===== src/rtl/sis_pkg.sv =====
package sis_pkg;

	localparam logic [1:0] REQ_ADD    = 2'd0;
	localparam logic [1:0] REQ_FIND   = 2'd1;
	localparam logic [1:0] REQ_REMOVE = 2'd2;
	localparam logic [1:0] REQ_CLEAR  = 2'd3;

	typedef struct packed {
		logic [1:0]         req_type;
		logic signed [31:0] value;
		logic [5:0]         index;
	} req_item_t;

	typedef struct packed {
		logic       accepted;
		logic       found;
		logic [5:0] position;
		logic [6:0] count;
	} rsp_item_t;

	typedef struct packed {
		logic               compare;
		logic               insert;
		logic               remove;
		logic signed [31:0] value;
		logic [5:0]         index;
		logic [6:0]         count;
	} cell_ctrl_t;

endpackage


===== src/rtl/sis_cell.sv =====
module sis_cell
	import sis_pkg::*;
#(
	parameter int CELL_INDEX = 0
) (
	input  logic               clk,
	input  cell_ctrl_t         ctrl,
	input  logic               left_lt,
	input  logic signed [31:0] left_entry,
	input  logic signed [31:0] right_entry,
	output logic signed [31:0] entry,
	output logic               lt,
	output logic               eq
);

	localparam bit         IN_COUNT_RANGE = CELL_INDEX < 128;
	localparam bit         ABOVE_INDEX    = CELL_INDEX >= 64;
	localparam logic [6:0] IDX_COUNT      = 7'(CELL_INDEX);
	localparam logic [5:0] IDX_POS        = 6'(CELL_INDEX);

	logic signed [31:0] entry_q;
	logic               lt_q;
	logic               eq_q;
	logic               occupied;
	logic               at_or_above;

	assign occupied    = IN_COUNT_RANGE && (IDX_COUNT < ctrl.count);
	assign at_or_above = ABOVE_INDEX || (IDX_POS >= ctrl.index);

	always_ff @(posedge clk) begin
		if (ctrl.compare) begin
			lt_q <= occupied && (entry_q < ctrl.value);
			eq_q <= occupied && (entry_q == ctrl.value);
		end
		if (ctrl.insert && !lt_q) begin
			entry_q <= left_lt ? ctrl.value : left_entry;
		end else if (ctrl.remove && at_or_above) begin
			entry_q <= right_entry;
		end
	end

	assign entry = entry_q;
	assign lt    = lt_q;
	assign eq    = eq_q;

endmodule

===== config.mk =====
export PLATFORM = sky130hd
export DESIGN_NAME = sis_cell
export DESIGN_NICKNAME = d
export VERILOG_FILES = /design/src/rtl/sis_pkg.sv /design/src/rtl/sis_cell.sv
export SDC_FILE = /design/constraint.sdc
export NUM_CORES = 1
export LEC_CHECK = 0
export CAP_MARGIN = 10
export CORE_AREA = 2 2 98 76
export DETAILED_ROUTE_END_ITERATION = 6
export DIE_AREA = 0 0 100 78
export DONT_BUFFER_PORTS = 1
export PLACE_DENSITY_LB_ADDON = 0.25
export SLEW_MARGIN = 20
export SYNTH_ARGS = -nofsm -noshare
export SYNTH_HDL_FRONTEND = slang
export SYNTH_SLANG_ARGS = --single-unit

===== constraint.sdc =====
create_clock -name clk -period 5.5 [get_ports clk]
set_clock_uncertainty 0.05 [all_clocks]
set_input_delay 1.1 -clock clk [delete_from_list [all_inputs] [get_ports clk]]
set_output_delay 1.1 -clock clk [all_outputs]
set_load 0.01 [all_outputs]

==> results of run 1 <==
[sequential cells by signal (all words and copies together), names as in the netlist]
name   cells
eq         1
entry     32
lt         1
[layout make-up]
| cell class | instances | area share (%) |
|---|---|---|
| Clock buffer | 5 | 2.54 |
| Tap cell | 84 | 3.88 |
| Clock inverter | 1 | 0.139 |
| Inverter | 33 | 4.57 |
| Sequential cell | 34 | 37.7 |
| Multi-Input combinational cell | 187 | 50.6 |
| Timing Repair Buffer | 2 | 0.555 |
[cells by family after synthesis]
family                     count (synthesis)  synth area share, %
AOI/OAI and AO/OA                         59                 12.2
buffers and inverters                     44                 6.62
adders and majority gates                 32                 15.7
muxes                                     33                 13.0
DFF                                       34                 40.0
and+or+nand+nor                           63                 12.4
[worst max-delay path, cell delays in order]
cell and delay [ns]:
inv_1 0.03, ha_1 0.29, nand4_1 0.17, nor4_1 0.44, o21ai_1 0.15, a31oi_1 0.20, mux2_2 0.35
[metal layers]
metal / vias to the layer above / global-route usage [%] / share of wire (%)
met5: - / 0 / 0
met4: 0 / 4.52 / 1.1
met3: 4 / 5.05 / 7.6
met2: 83 / 22.8 / 45
met1: 864 / 19.7 / 46
li1: 935 / - / -
[metrics by stage]
step	setup slack (ns)	hold slack, ns
6_report	2.76	0.874
3_5_place_dp	2.48	0.893
2_1_floorplan	0.00429	0.798
4_1_cts	2.76	0.861
3_3_place_gp	2.56	0.890
5_1_grt	2.66	0.854
[cell usage in the layout, fill, tap and decap left out, drive strengths merged, types with 2 or more instances in the layout]
master and n:
a211oi 2, a21oi 14, and4 2, buf 2
clkbuf 5, edfxtp 34, ha 32, inv 33
mux2i 32, nand2 42, nand2b 3, nand4 4
nor2 3, nor2b 2, nor4 3, o21ai 39
[worst max path at each step]
stage              from                  to  depth (start not counted)
6_report       ctrl[27]        lt$_DFFE_PP_                          7
5_1_grt        ctrl[28]        lt$_DFFE_PP_                          7
4_1_cts        ctrl[27]        lt$_DFFE_PP_                          7
3_5_place_dp   ctrl[27]        lt$_DFFE_PP_                          7
3_3_place_gp   ctrl[36]        lt$_DFFE_PP_                          7
2_1_floorplan  ctrl[10]  entry[0]$_DFFE_PP_                          2
[power breakdown]
group          internal, mW  total, mW  switching, mW
clock network        0.0826      0.169         0.0867
logic                0.0560      0.127         0.0711
registers             0.319      0.346         0.0270
==> out/qor.txt, run 1 <==
fin crit share - 49.8%
Leak - 1.23 nW
WL final - 5.90 mm
vias in the first global route - 1872
Most used DFF post-synth - edfxtp_1
Clock Latency Late Sink - 0.28 ns
Max Cap Viol - 0
post-synthesis sequential area ratio - 40.0%
status - completed
Hold Crit Class - in2reg
Vias/cell - 5.45
Final GP Congestion - 0.725
Die W - 100 um
PortBufs - 0
Final nets - 409
Post-synth EDFFs - 34
multi-input logic area - 1370 um^2
worst-margin pin slew - 0.446 ns
DRC violations left - 0
FF+latch area - 1020 um^2
fraction of registers with async set/reset - 0%
DR WL/cell - 17.1 um
Ant. Diodes - 0
initial DRC count - 51
synthesized area per cell - 9.62 um^2
share of cells above drive strength 1 - 4.58%
initial antenna violation count - 0
worst hold stages - 0
Setup violations, final - 0
CP endpoint kind - flop
synth cell count leaders - nand2_1, o21ai_0, edfxtp_1
top-area cell type share of the netlist area - 40.0%
worst setup path class - in2reg
Hold EP - lt$_DFFE_PP_
Unique masters post-synth - 27
Worst R2R Start - entry[14]$_DFFE_PP_
endpoint of the worst register-to-register path - lt$_DFFE_PP_
VDD IR max - 0.0817 mV
Mapped Area - 2550 um^2
PD cells - 237 nW/um^2
dpl hpwl - 4.78 mm
count of pins over their slew limit - 0
most common cell in the synthesized netlist - nand2_1
vias - 1886
RSZ-0062 raised after global routing - no
Die H - 78 um
worst-path fanout max - 3
critical path arrival - 2.72 ns
Core Area - 6770 um^2
Clock Tree Root - clkbuf_8
non-filler instance count after layout - 346
setup tns final - 0 ns
total chip power - 0.642 mW
H-tree levels - 2
clock net sink count - 34
synth top area cells - edfxtp_1, ha_1, mux2i_1
GRT overflow - 0
R2R setup slack - 3.11 ns
area grow syn2layout - 6.18%
first-pass GRT wire length - 8.95 mm
Synth Warn # - 0
largest net degree at the start of global routing - 43
CTS buffer count - 5
full die area - 7800 um^2
synthesized instance count - 265
router iterations before antenna repair - 4
Startpoint Class - primary input
Crit path required time - 5.49 ns
fin util - 40.0%
Rows - 26
Total GRT Usage - 14.8%
CTS hold repair buffers - 0
cells on worst reg2reg path - 6
Starting Density - 37.7%
I/O Pins - 148
area leader, netlist - edfxtp_1
Slew HR - 69.9%
area post-placement - 2640 um^2
register bit total from synthesis - 34
cell area after layout - 2710 um^2
Final Hold Vio Count - 0
worst hold start - ctrl[47]
post-route ant nets - 0
synthesized net count - 411
Cells after DPL - 340
CTS resizes - 0
total setup buffers inserted after CTS - 0
Worst-path clk slew - 0.07 ns
Tmin final - 2.74 ns
FMAX - 365 MHz
CTS max path bufs - 2
fillers - 692
CTS tree - built
Note: power is estimated with default switching activity, not from simulation.
==> run 2: changes to the inputs <==
==> constraint.sdc (replaced) <==
create_clock -name clk -period 2.55 [get_ports clk]
set_clock_uncertainty 0.05 [all_clocks]
set_input_delay 0.51 -clock clk [delete_from_list [all_inputs] [get_ports clk]]
set_output_delay 0.51 -clock clk [all_outputs]
set_load 0.01 [all_outputs]
==> out/qor.txt, run 2 (synthesis gave the netlist of run 1 again) <==
Rows - 26 (unchanged)
vias - 1894 (was 1886)
Final GP Congestion - 0.745 (was 0.725)
M1 WL - 2.96 mm (was 2.72 mm)
area grow syn2layout - 9.37% (was 6.18%)
Die H - 78 um (unchanged)
setup tns final - 0 ns (unchanged)
Crit path required time - 2.54 ns (was 5.49 ns)
cell area after layout - 2790 um^2 (was 2710 um^2)
multi-input logic area - 1390 um^2 (was 1370 um^2)
worst-margin pin slew - 0.504 ns (was 0.446 ns)
vias in the first global route - 1823 (was 1872)
full die area - 7800 um^2 (unchanged)
DR top layer - met4 (unchanged)
Clock Tree Root - clkbuf_8 (unchanged)
DR WL/cell - 17.5 um (was 17.1 um)
Max Cap Viol - 0 (unchanged)
Worst-path clk slew - 0.07 ns (about the same)
status - completed (unchanged)
Die W - 100 um (unchanged)
Total GRT Usage - 15.8% (was 14.8%)
largest net degree at the start of global routing - 33 (was 43)
RSZ-0062 raised after global routing - no (unchanged)
WL final - 6.19 mm (was 5.90 mm)
dpl hpwl - 4.93 mm (was 4.78 mm)
initial antenna violation count - 0 (unchanged)
total setup buffers inserted after CTS - 0 (unchanged)
R2R setup slack - 0.20 ns (was 3.11 ns)
CTS hold repair buffers - 0 (unchanged)
initial DRC count - 43 (was 51)
router iterations before antenna repair - 4 (unchanged)
Cells after DPL - 346 (was 340)
GRT overflow - 0 (unchanged)
I/O Pins - 148 (unchanged)
clock net sink count - 34 (unchanged)
DRC violations left - 0 (unchanged)
commonest non-fill, non-tap cell in the layout - nand2_1 (unchanged)
slowest CP cell - edfxtp_1 (was nor4_1)
routed length on met3 - 412 um (was 448 um)
Ant. Diodes - 0 (unchanged)
Hold Crit Class - in2reg (unchanged)
fin crit share - 92.1%
fillers - 664 (was 692)
metal2 WL - 2.78 mm (was 2.68 mm)
worst setup path class - reg2reg (was in2reg)
Startpoint Class - flop (was primary input)
Hold Slack - 0.283 ns (was 0.874 ns)
crit-path cells - ha_1, and4_1, nor4bb_1, nor2_1, a31oi_1, mux2_2 (was inv_1, ha_1, nand4_1, nor4_1, o21ai_1, a31oi_1, mux2_2)
Largest delay share family, worst path - simple AND/OR/NAND/NOR gates (unchanged)
CP endpoint kind - flop (unchanged)
Clock Latency Late Sink - 0.28 ns (about the same)
CTS max path bufs - 2 (unchanged)
Tmin final - 2.35 ns
CTS resizes - 0 (unchanged)
Starting Density - 37.7% (unchanged)
first-pass GRT wire length - 9.34 mm (was 8.95 mm)
Leak - 1.27 nW (was 1.23 nW)
critical path arrival - 2.34 ns (was 2.72 ns)
WP buf/inv - 0 (was 1)
PortBufs - 0 (unchanged)
FMAX - 426 MHz
worst-path fanout max - 3 (unchanged)
Setup violations, final - 0 (unchanged)
Vias/cell - 5.35 (was 5.45)
max reg flops - 32 (unchanged)
PD cells - 513 nW/um^2 (was 237 nW/um^2)
VDD IR max - 0.223 mV (was 0.0817 mV)
highest-count cells in the layout ignoring fill and taps - nand2_1, o21ai_0, edfxtp_1 (unchanged)
area post-placement - 2710 um^2 (was 2640 um^2)
FF+latch area - 1020 um^2 (unchanged)
Core Area - 6770 um^2 (unchanged)
Slew HR - 66.4% (was 69.9%)
share of cells above drive strength 1 - 7.41% (was 4.58%)
post-route ant nets - 0 (unchanged)
critical path's largest stage delay - 0.47 ns (was 0.44 ns)
Final nets - 415 (was 409)
Final Hold Vio Count - 0 (unchanged)
H-tree levels - 2 (unchanged)
non-filler instance count after layout - 354 (was 346)
CTS tree - built (unchanged)
count of pins over their slew limit - 0 (unchanged)
CTS buffer count - 5 (unchanged)
fin util - 41.2% (was 40.0%)
## run 2: cell count changes in the layout (fill, tap and decap cells not counted)
cell	before	now
buf_4	2	7
buf_12	0	1
clkbuf_1	0	1
clkinv_2	0	1
o41ai_2	1	0
o41ai_4	0	1
or4b_1	1	0
or4b_4	0	1
## run 2: worst paths after layout
kind | startpoint | to | cells after the start
worst max-delay path | entry[23]$_DFFE_PP_ | lt$_DFFE_PP_ | 6
worst min-delay path | ctrl[47] | eq$_DFFE_PP_ | 0
worst max register to register | entry[23]$_DFFE_PP_ | lt$_DFFE_PP_ | 6
worst min register to register | entry[1]$_DFFE_PP_ | eq$_DFFE_PP_ | 3
## run 2: through the flow
step                power (mW)  setup slack (ns)
floorplan                0.977           -0.0967
global placement          1.05             0.191
detailed placement        1.06             0.114
CTS                       1.46             0.125
global route              1.53            0.0624
finish                    1.43             0.202
## run 2: power breakdown
group | leakage (nW) | switching [mW] | internal, mW | total (mW)
sequential | 0.325 | 0.0545 | 0.687 | 0.742
clock | 0.0426 | 0.202 | 0.188 | 0.390
combinational | 0.905 | 0.164 | 0.137 | 0.300
## run 2: metal layers
metal,up-vias,GRT usage [%]
li1,954,-
met1,860,21.1
met2,76,24.7
met3,4,4.95
met4,0,4.11
met5,-,0
## run 2: layout make-up
type,instances,share of cell area (%)
clock buffers,6,2.60
clock inverters,2,0.314
inverters,33,4.44
multi-input cells,187,49.7
flip-flops and latches,34,36.6
well taps,84,3.77
repair buffers,8,2.60
